<file path="src/rtl/tca_pkg.sv">
// Shared widths, limits and the slot record of the top-k contributor accumulator.
package tca_pkg;

  localparam int ID_W          = 31;
  localparam int SIG_W         = 32;
  localparam int ENT_W         = 40;
  localparam int TOT_W         = 48;
  localparam int RANK_W        = 3;
  localparam int COUNT_W       = 4;
  localparam int DEF_LIST_DEPTH = 8;

  // Kind codes of an input item.
  typedef enum logic {
    KIND_ADD   = 1'b0,
    KIND_CLEAR = 1'b1
  } kind_t;

  // Clamp value for the incoming signal (the most negative code maps to one above it, -2147483647).
  localparam logic signed [SIG_W-1:0] SIG_NEG_LIM = -32'sd2147483647;
  localparam logic signed [SIG_W-1:0] SIG_MOST_NEG = 32'sh8000_0000;

  // Saturation limits, held at the adder's internal width.
  localparam logic signed [TOT_W:0] ENT_HI = 49'sd549755813887;
  localparam logic signed [TOT_W:0] ENT_LO = -49'sd549755813888;
  localparam logic signed [TOT_W:0] TOT_HI = 49'sd140737488355327;
  localparam logic signed [TOT_W:0] TOT_LO = -49'sd140737488355328;

  typedef struct packed {
    logic [ID_W-1:0]         track;
    logic [ID_W-1:0]         hit;
    logic signed [ENT_W-1:0] sig;
  } slot_t;

endpackage

</file>
<file path="src/rtl/tca_sat_add.sv">
// Shared saturating adder for the running total and the per-track accumulation.
module tca_sat_add (
  input  logic signed [tca_pkg::TOT_W-1:0] acc,
  input  logic signed [tca_pkg::SIG_W-1:0] addend,
  input  logic                             narrow,
  output logic signed [tca_pkg::TOT_W-1:0] sum
);
  import tca_pkg::*;

  logic signed [TOT_W:0] raw;
  logic signed [TOT_W:0] hi;
  logic signed [TOT_W:0] lo;

  assign raw = $signed({acc[TOT_W-1], acc}) +
               $signed({{(TOT_W+1-SIG_W){addend[SIG_W-1]}}, addend});
  assign hi  = narrow ? ENT_HI : TOT_HI;
  assign lo  = narrow ? ENT_LO : TOT_LO;

  always_comb begin
    if (raw > hi) begin
      sum = hi[TOT_W-1:0];
    end else if (raw < lo) begin
      sum = lo[TOT_W-1:0];
    end else begin
      sum = raw[TOT_W-1:0];
    end
  end

endmodule

</file>
<file path="src/rtl/tca_slot_store.sv">
// Slot register file: one write and one read address per cycle.
module tca_slot_store #(
  parameter int LIST_DEPTH = tca_pkg::DEF_LIST_DEPTH
) (
  input  logic                          clk,
  input  logic                          wr_en,
  input  logic [$clog2(LIST_DEPTH)-1:0] wr_addr,
  input  tca_pkg::slot_t                wr_data,
  input  logic [$clog2(LIST_DEPTH)-1:0] rd_addr,
  output tca_pkg::slot_t                rd_data
);
  import tca_pkg::*;

  slot_t slots_r [LIST_DEPTH];

  always_ff @(posedge clk) begin
    if (wr_en) begin
      slots_r[wr_addr] <= wr_data;
    end
  end

  assign rd_data = slots_r[rd_addr];

endmodule

</file>
<file path="src/rtl/topk_contributor_accumulator_core.sv">
// Top level: sequencer of the top-k contributor list with shared adder and compare.
// Clear item: no result items; in_ready stays high.
// Add item (n entries held before): accept, total, search, then update or drop-check,
// then move and place (both skipped on a drop), then one emit per held entry while out_ready is
// high; the run lasts longer while out_ready stalls.
// Reset (synchronous, rst_n low) empties the list, zeroes the total and drops out_valid.
module topk_contributor_accumulator_core #(
  parameter int LIST_DEPTH = tca_pkg::DEF_LIST_DEPTH
) (
  input  logic                                   clk,
  input  logic                                   rst_n,
  input  logic                                   in_valid,
  output logic                                   in_ready,
  input  logic                                   in_kind,
  input  logic [tca_pkg::ID_W-1:0]               in_track_id,
  input  logic [tca_pkg::ID_W-1:0]               in_hit_id,
  input  logic signed [tca_pkg::SIG_W-1:0]       in_signal_value,
  output logic                                   out_valid,
  input  logic                                   out_ready,
  output logic [tca_pkg::RANK_W-1:0]             out_rank,
  output logic [tca_pkg::ID_W-1:0]               out_entry_track,
  output logic [tca_pkg::ID_W-1:0]               out_entry_hit,
  output logic signed [tca_pkg::ENT_W-1:0]       out_entry_signal,
  output logic signed [tca_pkg::TOT_W-1:0]       out_total_signal,
  output logic [tca_pkg::COUNT_W-1:0]            out_entry_count,
  output logic                                   out_dropped,
  output logic                                   out_last_entry
);
  import tca_pkg::*;

  localparam int IDX_W = $clog2(LIST_DEPTH);
  localparam int CNT_W = $clog2(LIST_DEPTH + 1);
  localparam logic [IDX_W-1:0] LAST_IDX = IDX_W'(LIST_DEPTH - 1);
  localparam logic [CNT_W-1:0] FULL_CNT = CNT_W'(LIST_DEPTH);

  typedef enum logic [2:0] {
    ST_IDLE,
    ST_ACCUM,
    ST_SEARCH,
    ST_UPDATE,
    ST_DROPCHK,
    ST_MOVE,
    ST_PLACE,
    ST_EMIT
  } state_t;

  state_t                  state_r,   state_nxt;
  logic [IDX_W-1:0]        idx_r,     idx_nxt;
  logic [CNT_W-1:0]        cnt_r,     cnt_nxt;
  logic signed [TOT_W-1:0] total_r,   total_nxt;
  slot_t                   cur_r,     cur_nxt;
  logic signed [SIG_W-1:0] sig_r,     sig_nxt;
  logic                    up_r,      up_nxt;
  logic                    drop_r,    drop_nxt;

  logic                    ov_r,      ov_nxt;
  logic [RANK_W-1:0]       o_rank_r,  o_rank_nxt;
  slot_t                   o_slot_r,  o_slot_nxt;
  logic signed [TOT_W-1:0] o_total_r, o_total_nxt;
  logic [COUNT_W-1:0]      o_cnt_r,   o_cnt_nxt;
  logic                    o_drop_r,  o_drop_nxt;
  logic                    o_last_r,  o_last_nxt;

  logic                    wr_en;
  logic [IDX_W-1:0]        wr_addr;
  slot_t                   wr_data;
  logic [IDX_W-1:0]        rd_addr;
  slot_t                   rd_data;

  logic signed [TOT_W-1:0] add_acc;
  logic signed [TOT_W-1:0] add_sum;
  logic                    add_narrow;

  logic signed [SIG_W-1:0] sig_clamped;
  logic                    at_top;     // idx_r is the last held entry
  logic                    out_free;

  // Clamp the most negative input code onto the symmetric range.
  assign sig_clamped = (in_signal_value == SIG_MOST_NEG) ? SIG_NEG_LIM : in_signal_value;

  assign at_top   = ((CNT_W'(idx_r) + CNT_W'(1)) == cnt_r);
  assign out_free = !ov_r || out_ready;

  tca_slot_store #(
    .LIST_DEPTH (LIST_DEPTH)
  ) u_store (
    .clk     (clk),
    .wr_en   (wr_en),
    .wr_addr (wr_addr),
    .wr_data (wr_data),
    .rd_addr (rd_addr),
    .rd_data (rd_data)
  );

  // One adder serves the total (ACCUM) and the found entry (UPDATE).
  assign add_narrow = (state_r != ST_ACCUM);
  assign add_acc    = (state_r == ST_ACCUM) ? total_r
                    : {{(TOT_W-ENT_W){rd_data.sig[ENT_W-1]}}, rd_data.sig};

  tca_sat_add u_add (
    .acc    (add_acc),
    .addend (sig_r),
    .narrow (add_narrow),
    .sum    (add_sum)
  );

  // Read address: the last slot in drop-check, the moving entry's neighbor while shifting, the pointer otherwise.
  always_comb begin
    unique case (state_r)
      ST_DROPCHK: rd_addr = LAST_IDX;
      ST_MOVE:    rd_addr = up_r ? (idx_r - IDX_W'(1)) : (idx_r + IDX_W'(1));
      default:    rd_addr = idx_r;
    endcase
  end

  always_comb begin
    state_nxt   = state_r;
    idx_nxt     = idx_r;
    cnt_nxt     = cnt_r;
    total_nxt   = total_r;
    cur_nxt     = cur_r;
    sig_nxt     = sig_r;
    up_nxt      = up_r;
    drop_nxt    = drop_r;
    ov_nxt      = ov_r && !out_ready;
    o_rank_nxt  = o_rank_r;
    o_slot_nxt  = o_slot_r;
    o_total_nxt = o_total_r;
    o_cnt_nxt   = o_cnt_r;
    o_drop_nxt  = o_drop_r;
    o_last_nxt  = o_last_r;
    wr_en       = 1'b0;
    wr_addr     = idx_r;
    wr_data     = cur_r;

    unique case (state_r)
      ST_IDLE: begin
        if (in_valid) begin
          if (in_kind == KIND_CLEAR) begin
            // Empty the list; old slots stay but are never read again.
            cnt_nxt   = '0;
            total_nxt = '0;
          end else begin
            cur_nxt.track = in_track_id;
            cur_nxt.hit   = in_hit_id;
            cur_nxt.sig   = {{(ENT_W-SIG_W){sig_clamped[SIG_W-1]}}, sig_clamped};
            sig_nxt       = sig_clamped;
            drop_nxt      = 1'b0;
            state_nxt     = ST_ACCUM;
          end
        end
      end

      ST_ACCUM: begin
        total_nxt = add_sum;
        if (cnt_r == '0) begin
          // Empty list: skip the search and place at rank zero.
          idx_nxt   = '0;
          cnt_nxt   = CNT_W'(1);
          up_nxt    = 1'b1;
          state_nxt = ST_MOVE;
        end else begin
          idx_nxt   = IDX_W'(cnt_r - CNT_W'(1));
          state_nxt = ST_SEARCH;
        end
      end

      ST_SEARCH: begin
        // Scan from the bottom of the list toward rank zero.
        if (rd_data.track == cur_r.track) begin
          state_nxt = ST_UPDATE;
        end else if (idx_r == '0) begin
          if (cnt_r == FULL_CNT) begin
            state_nxt = ST_DROPCHK;
          end else begin
            idx_nxt   = IDX_W'(cnt_r);
            cnt_nxt   = cnt_r + CNT_W'(1);
            up_nxt    = 1'b1;
            state_nxt = ST_MOVE;
          end
        end else begin
          idx_nxt = idx_r - IDX_W'(1);
        end
      end

      ST_UPDATE: begin
        cur_nxt.track = rd_data.track;
        cur_nxt.hit   = rd_data.hit;
        cur_nxt.sig   = add_sum[ENT_W-1:0];
        up_nxt        = !sig_r[SIG_W-1];
        state_nxt     = ST_MOVE;
      end

      ST_DROPCHK: begin
        // Full list: a newcomer no stronger than the weakest entry is not kept.
        if ($signed(cur_r.sig) <= $signed(rd_data.sig)) begin
          drop_nxt  = 1'b1;
          idx_nxt   = '0;
          state_nxt = ST_EMIT;
        end else begin
          idx_nxt   = LAST_IDX;
          up_nxt    = 1'b1;
          state_nxt = ST_MOVE;
        end
      end

      ST_MOVE: begin
        // Shift one neighbor into the hole per cycle until the order holds.
        if (up_r) begin
          if (idx_r == '0) begin
            state_nxt = ST_PLACE;
          end else if ($signed(cur_r.sig) > $signed(rd_data.sig)) begin
            wr_en   = 1'b1;
            wr_data = rd_data;
            idx_nxt = idx_r - IDX_W'(1);
          end else begin
            state_nxt = ST_PLACE;
          end
        end else begin
          if (at_top) begin
            state_nxt = ST_PLACE;
          end else if ($signed(rd_data.sig) > $signed(cur_r.sig)) begin
            wr_en   = 1'b1;
            wr_data = rd_data;
            idx_nxt = idx_r + IDX_W'(1);
          end else begin
            state_nxt = ST_PLACE;
          end
        end
      end

      ST_PLACE: begin
        wr_en     = 1'b1;
        wr_data   = cur_r;
        idx_nxt   = '0;
        state_nxt = ST_EMIT;
      end

      ST_EMIT: begin
        // Load the next result item as soon as the output register frees up.
        if (out_free) begin
          ov_nxt      = 1'b1;
          o_rank_nxt  = RANK_W'(idx_r);
          o_slot_nxt  = rd_data;
          o_total_nxt = total_r;
          o_cnt_nxt   = COUNT_W'(cnt_r);
          o_drop_nxt  = drop_r;
          o_last_nxt  = at_top;
          if (at_top) begin
            state_nxt = ST_IDLE;
          end else begin
            idx_nxt = idx_r + IDX_W'(1);
          end
        end
      end

      default: begin
        state_nxt = ST_IDLE;
      end
    endcase
  end

  always_ff @(posedge clk) begin
    if (!rst_n) begin
      state_r <= ST_IDLE;
      cnt_r   <= '0;
      total_r <= '0;
      ov_r    <= 1'b0;
    end else begin
      state_r <= state_nxt;
      cnt_r   <= cnt_nxt;
      total_r <= total_nxt;
      ov_r    <= ov_nxt;
    end
    idx_r     <= idx_nxt;
    cur_r     <= cur_nxt;
    sig_r     <= sig_nxt;
    up_r      <= up_nxt;
    drop_r    <= drop_nxt;
    o_rank_r  <= o_rank_nxt;
    o_slot_r  <= o_slot_nxt;
    o_total_r <= o_total_nxt;
    o_cnt_r   <= o_cnt_nxt;
    o_drop_r  <= o_drop_nxt;
    o_last_r  <= o_last_nxt;
  end

  assign in_ready         = (state_r == ST_IDLE);
  assign out_valid        = ov_r;
  assign out_rank         = o_rank_r;
  assign out_entry_track  = o_slot_r.track;
  assign out_entry_hit    = o_slot_r.hit;
  assign out_entry_signal = o_slot_r.sig;
  assign out_total_signal = o_total_r;
  assign out_entry_count  = o_cnt_r;
  assign out_dropped      = o_drop_r;
  assign out_last_entry   = o_last_r;

endmodule

</file>
<file path="config.mk">
export PLATFORM = sky130hd
export DESIGN_NAME = topk_contributor_accumulator_core
export DESIGN_NICKNAME = d
export VERILOG_FILES = /design/src/rtl/tca_pkg.sv /design/src/rtl/tca_sat_add.sv /design/src/rtl/tca_slot_store.sv /design/src/rtl/topk_contributor_accumulator_core.sv
export SDC_FILE = /design/constraint.sdc
export NUM_CORES = 2
export LEC_CHECK = 0
export ABC_AREA = 1
export BUFFER_PORTS_ARGS = -buffer_cell sky130_fd_sc_hd__buf_2
export CAP_MARGIN = 20
export CORE_MARGIN = 2
export CORE_UTILIZATION = 40
export CTS_BUF_LIST = sky130_fd_sc_hd__clkbuf_16
export CTS_CLUSTER_SIZE = 30
export DETAILED_ROUTE_END_ITERATION = 8
export GPL_ROUTABILITY_DRIVEN = 0
export GPL_TIMING_DRIVEN = 0
export HOLD_SLACK_MARGIN = 0.06
export SYNTH_ARGS = -nofsm -noshare
export SYNTH_HDL_FRONTEND = slang
export SYNTH_SLANG_ARGS = --single-unit
</file>
<file path="constraint.sdc">
create_clock -name clk -period 12.1 [get_ports clk]
set_input_delay 0.605 -clock clk [delete_from_list [all_inputs] [get_ports clk]]
set_output_delay 0.605 -clock clk [all_outputs]
set_load 0.01 [all_outputs]
</file>
# == After elaboration in Yosys (flattened, before gate mapping) ==
# Memories as Yosys holds them, arrays and structs flattened.
# Index checks and enable logic that the tools add are counted.
# W data, S select, Z words.
# op_classes
bitwise,1
magnitude_cmp,5
n_eq_ne,32
mux,75
add_sub_neg,6
reduce_logical,23
# op_table
op,count
$mux W102,8
$mux W48,5
$pmux W102 S2,1
$pmux W48 S2,1
$mux W47,2
$gt A40 B40 Y1,2
$mux W3,25
$add A48 B32 Y49,1
$gt A49 B49 Y1,1
$lt A49 B49 Y1,1
$le A40 B40 Y1,1
$eq A32 B32 Y1 const B,1
$mux W32,1
$eq A31 B31 Y1,1
$mux W4,6
$pmux W3 S8,1
$ne A2 B2 Y1 const B,10
$mux W1,18
$ne A3 B3 Y1 const B,6
$pmux W3 S6,1
$reduce_and A7 Y1,2
$eq A3 B3 Y1 const B,4
$pmux W4 S3,1
$reduce_and A3 Y1,3
29 further kinds,39
# totals
regBits,354
ramBits,816
elab_cells,162
memories,1
# mem_list
memory,words,width,read_ports,rd_ports_with_merged_regs,wr,line,text
u_store.slots_r,8,102,1,0,1,tca_slot_store.sv:14,slot_t slots_r [LIST_DEPTH];

# == Logic depth before layout (Yosys ltp) ==
# An unclocked memory read counts as a cell.
# logic_depth
ltp_word,11
mapped_depth,55
depth_no_buf,50

# == By module ==
# A second synthesis with hierarchy kept.
# unflattened
hier_cells,7215
area_unflattened_um2,60623.1
# by_module_without_submodules
mod,seq_area_each_um2,area_per_inst_um2,instances,cells_per_inst
tca_slot_store,24503.5,35351.4,1,3543
topk_contributor_accumulator_core,10069.7,20369.5,1,2667
tca_sat_add,0.0,4902.2,1,1005

# == Least setup slack after synthesis ==
# No wires, ideal clock.
# synth_path
kind,register to register
from,reg state_r[2]
to,"reg o_drop_r, in the netlist out_dropped, enable pin"
path_slack_ps,3946
synth_period_minus_slack_ps,8154
arrival_time_ps,7474
stages_incl_launch_ff,6
setup_time_ps,680
path_cell_list,dfxtp_1 > buf_4 > inv_1 > nor2_1 > inv_1 > nor2_1
# synth_between
elab_chain_len,2
# synth_lines
element,line,text
"start, declared",topk_contributor_accumulator_core.sv:47,"state_t state_r, state_nxt;"
"start signal, assigned",topk_contributor_accumulator_core.sv:270,state_r <= state_nxt;
$eq A3 B3 Y1,topk_contributor_accumulator_core.sv:136,unique case (state_r)
$reduce_and A2 Y1 (no source line),-,
"end signal, assigned",topk_contributor_accumulator_core.sv:284,o_drop_r <= o_drop_nxt;
"end, declared",topk_contributor_accumulator_core.sv:61,"logic o_drop_r, o_drop_nxt;"
# Every way passes these cells.
# A chain may end at the register's enable or synchronous reset.

==> impl_summary.log <==
[metrics] unrepaired setup endpoints after global routing: false
[metrics] Detailed Route WL: 197 mm
[metrics] number of search-and-repair iterations in the first detailed-routing pass: 7
[metrics] clock buffer depth: 3
[metrics] CP Data Arrival Time: 11.01 ns
[metrics] first-pass GRT wire length: 281 mm
[metrics] All-Layer GR Usage: 27.0%
[metrics] Final Cycle Share: 86.5%
[metrics] number of rows created at floorplan: 137
[metrics] Final Cell Area: 0.0647 mm²
[metrics] class of the tightest hold or removal check: in -> reg
[metrics] Ys Warns: 0
[metrics] worst-skew pair later-pin latency: 0.80 ns
[metrics] root buffer cell: clkbuf_16
[metrics] clock transition time at the flip-flop clock pins of the worst setup and hold paths: 0.06 ns
[metrics] number of gates given a new drive strength after cts: 0
[metrics] critical path's largest stage delay: 0.63 ns
[metrics] final cell utilization of the core: 46.4%
[metrics] crit path max fanout: 10
[metrics] final-report hold violation count: 0
[metrics] vias in the first global route: 42500
[metrics] remaining max-slew budget at the tightest pin: 16.9%
[metrics] DRC violation count after routing: 0
[metrics] register bit total from synthesis: 1170
[metrics] post-placement cell area: 0.0603 mm²
[metrics] pin count of the biggest net entering global routing: 77
[metrics] sequential element share of the synthesized area: 61.7%
[metrics] max-cap violation count: 0
[metrics] instance count of the mapped netlist: 5732
[metrics] slew at the pin closest to its max-slew limit: 1.23 ns
[metrics] most frequent standard cell in the layout excluding fill and tap cells: nand2_1
[metrics] Inserted Clock Buffers: 133
[metrics] total setup violations reported at the end of the flow: 0
[metrics] outcome: finished clean
[metrics] average cell area after synthesis: 9.78 µm²
[metrics] count of flip-flops with a built-in enable after synthesis: 1114
[metrics] average wire per cell in the routed design: 24.2 µm
[metrics] setup bufs post-CTS: 0
[metrics] number of vias after detailed routing: 45700
[metrics] dpl ws: 1.83 ns
[metrics] H-tree levels: 4
[metrics] detailed-route vias per instance: 5.60
[metrics] WP data required: 12.64 ns
[metrics] Final Instance Count excl. Fillers: 8152
[metrics] share of cells above drive strength 1: 10.7%
[metrics] 1st-iter DRT viols: 6082
[metrics] count of input and output buffers: 259
[metrics] final antenna-violating net count: 0
[metrics] height of the die: 378 µm
[metrics] number of hold buffers added after cts: 1
[metrics] Yosys cell types: 51
[metrics] Post-Place Cells: 7894
[metrics] syn nets: 5942
[metrics] Primary FF master, synth: edfxtp_1
[metrics] number of I/O pins: 260
[metrics] nature of the critical path startpoint: flop
[metrics] commonest cells after routing, fill and taps aside: nand2_1 (1685), edfxtp_1 (1114), inv_1 (519)
[metrics] final global-route overflow total: 0
[metrics] critical path's top delay family: simple AND/OR/NAND/NOR gates
[metrics] Worst Slack Setup Final: 1.63 ns
[metrics] area of the mapped netlist: 0.0561 mm²
[metrics] number of antenna violations at the first check in global routing: 6
[metrics] Die X-Extent: 378 µm
[metrics] area of the core: 0.139 mm²
[metrics] Initial Util: 40.2%
[metrics] most frequent cell on the critical path: nand2_1
[metrics] final critical path time including I/O delays and setup: 10.47 ns
[metrics] detailed-placement wirelength estimate: 137 mm
[metrics] CTS tree: yes
[metrics] Max Clock Skew: 0.0557 ns
[metrics] CP max stage cell: buf_1
[metrics] # clock sinks: 1170
[metrics] final layout net count: 6380
[metrics] WS Path Type: reg -> reg
[metrics] proportion of register bits with asynchronous set or reset after synthesis: 0%
[metrics] crit path capture type: flop
[metrics] highest clock rate: 0.0955 GHz
[metrics] Max Transition Viols Final: 0
[metrics] combined buffer and inverter count along the critical path: 11
[metrics] floorplan die area: 0.143 mm²
[metrics] growth of design area from synthesis to finish: 15.4%
[path summary, 6_finish.rpt]
check / endpoint / cells after the start / from / slack, ns
worst max-delay path: cur_r[36]$_DFFE_PP_ / 50 / idx_r[0]$_DFFE_PP_ / 1.63
worst min register to register: out_entry_count[2]$_DFFE_PP_ / 0 / cnt_r[2]$_SDFFE_PN0P_ / 0.44
worst min-delay path: cur_r[90]$_DFFE_PP_ / 3 / in_track_id[19] / 0.11
worst max register to register: cur_r[36]$_DFFE_PP_ / 50 / idx_r[0]$_DFFE_PP_ / 1.63
[routing by layer]
layer	track usage, %	up-vias	wire (µm)
li1	-	20600	-
met1	36.2	21900	78700
met2	42.0	2679	88500
met3	5.76	456	20700
met4	12.1	0	9360
met5	0	-	0
[cell families after synthesis]
family | count (synthesis) | share of synthesized area (%)
AO/OA/AOI/OAI | 1297 | 13.0
adder cells (fa/ha/maj) | 111 | 2.49
AND/OR/NAND/NOR | 2288 | 16.2
XOR/XNOR | 18 | 0.281
buffers and inverters | 848 | 6.32
flip-flops | 1170 | 61.7
[per-stage QoR]
stage	TNS (ns)	hold WS, ns
after floorplan	0	0.400
after global placement	-507.04	0.415
after detailed placement	0	0.427
after CTS	0	0.0650
after global routing	0	0.0847
final	0	0.108
[synth_stat cells, types with 4 or more instances]
cell	number	share of area, %
nand2_1	1685	11
edfxtp_1	1114	60
o21ai_0	517	4.6
inv_1	496	3.3
a21oi_1	405	3.6
nor2_1	316	2.1
nand3_1	199	1.8
clkbuf_1	180	1.2
ha_1	110	2.5
o21ai_1	107	0.96
buf_2	84	0.75
a32o_1	80	1.4
o22ai_1	63	0.70
dfxtp_1	56	2.0
a31oi_1	40	0.45
o211ai_1	34	0.46
buf_1	28	0.19
buf_4	27	0.36
nand4_1	25	0.28
buf_6	20	0.40
nor3_1	15	0.13
o21a_1	15	0.20
nor4_1	14	0.16
nand3b_1	13	0.17
xor2_1	13	0.20
inv_2	11	0.074
o21bai_1	10	0.13
nand2_2	6	0.067
o21ai_2	6	0.094
or2_2	5	0.056
xnor2_1	5	0.078
o2111ai_1	4	0.062
[state kept, by name, summed over array words and instances (netlist names)]
| signal | flops |
|---|---|
| cnt_r | 4 |
| out_valid | 1 |
| u_store.slots_r | 816 |
| out_total_signal | 48 |
| out_entry_hit | 31 |
| cur_r | 102 |
| idx_r | 3 |
| out_rank | 3 |
| out_entry_track | 31 |
| drop_r | 1 |
| out_dropped | 1 |
| total_r | 48 |
| state_r | 3 |
| up_r | 1 |
| out_entry_count | 4 |
| out_last_entry | 1 |
| sig_r | 32 |
| out_entry_signal | 40 |
[worst min-delay path, delay by kind of cell]
family	cells	cell delay (ns)
and+or+nand+nor	1	0.04
buffers and inverters	1	0.08
AOI/OAI and AO/OA	1	0.06
[cell type report]
| type | instances | area [µm²] |
|---|---|---|
| Tap cell | 1876 | 2350 |
| Clock buffer | 134 | 3350 |
| Buffer | 339 | 1630 |
| Timing Repair Buffer | 303 | 1960 |
| Sequential cell | 1170 | 34600 |
| Fill cell | 13000 | 74700 |
| Inverter | 509 | 1960 |
| Clock inverter | 106 | 901 |
| Multi-Input combinational cell | 3714 | 18000 |
| Antenna cell | 1 | 2.50 |
Power is not shown: default switching activity piles up to over one toggle a cycle in this logic, so the estimate is an artifact.
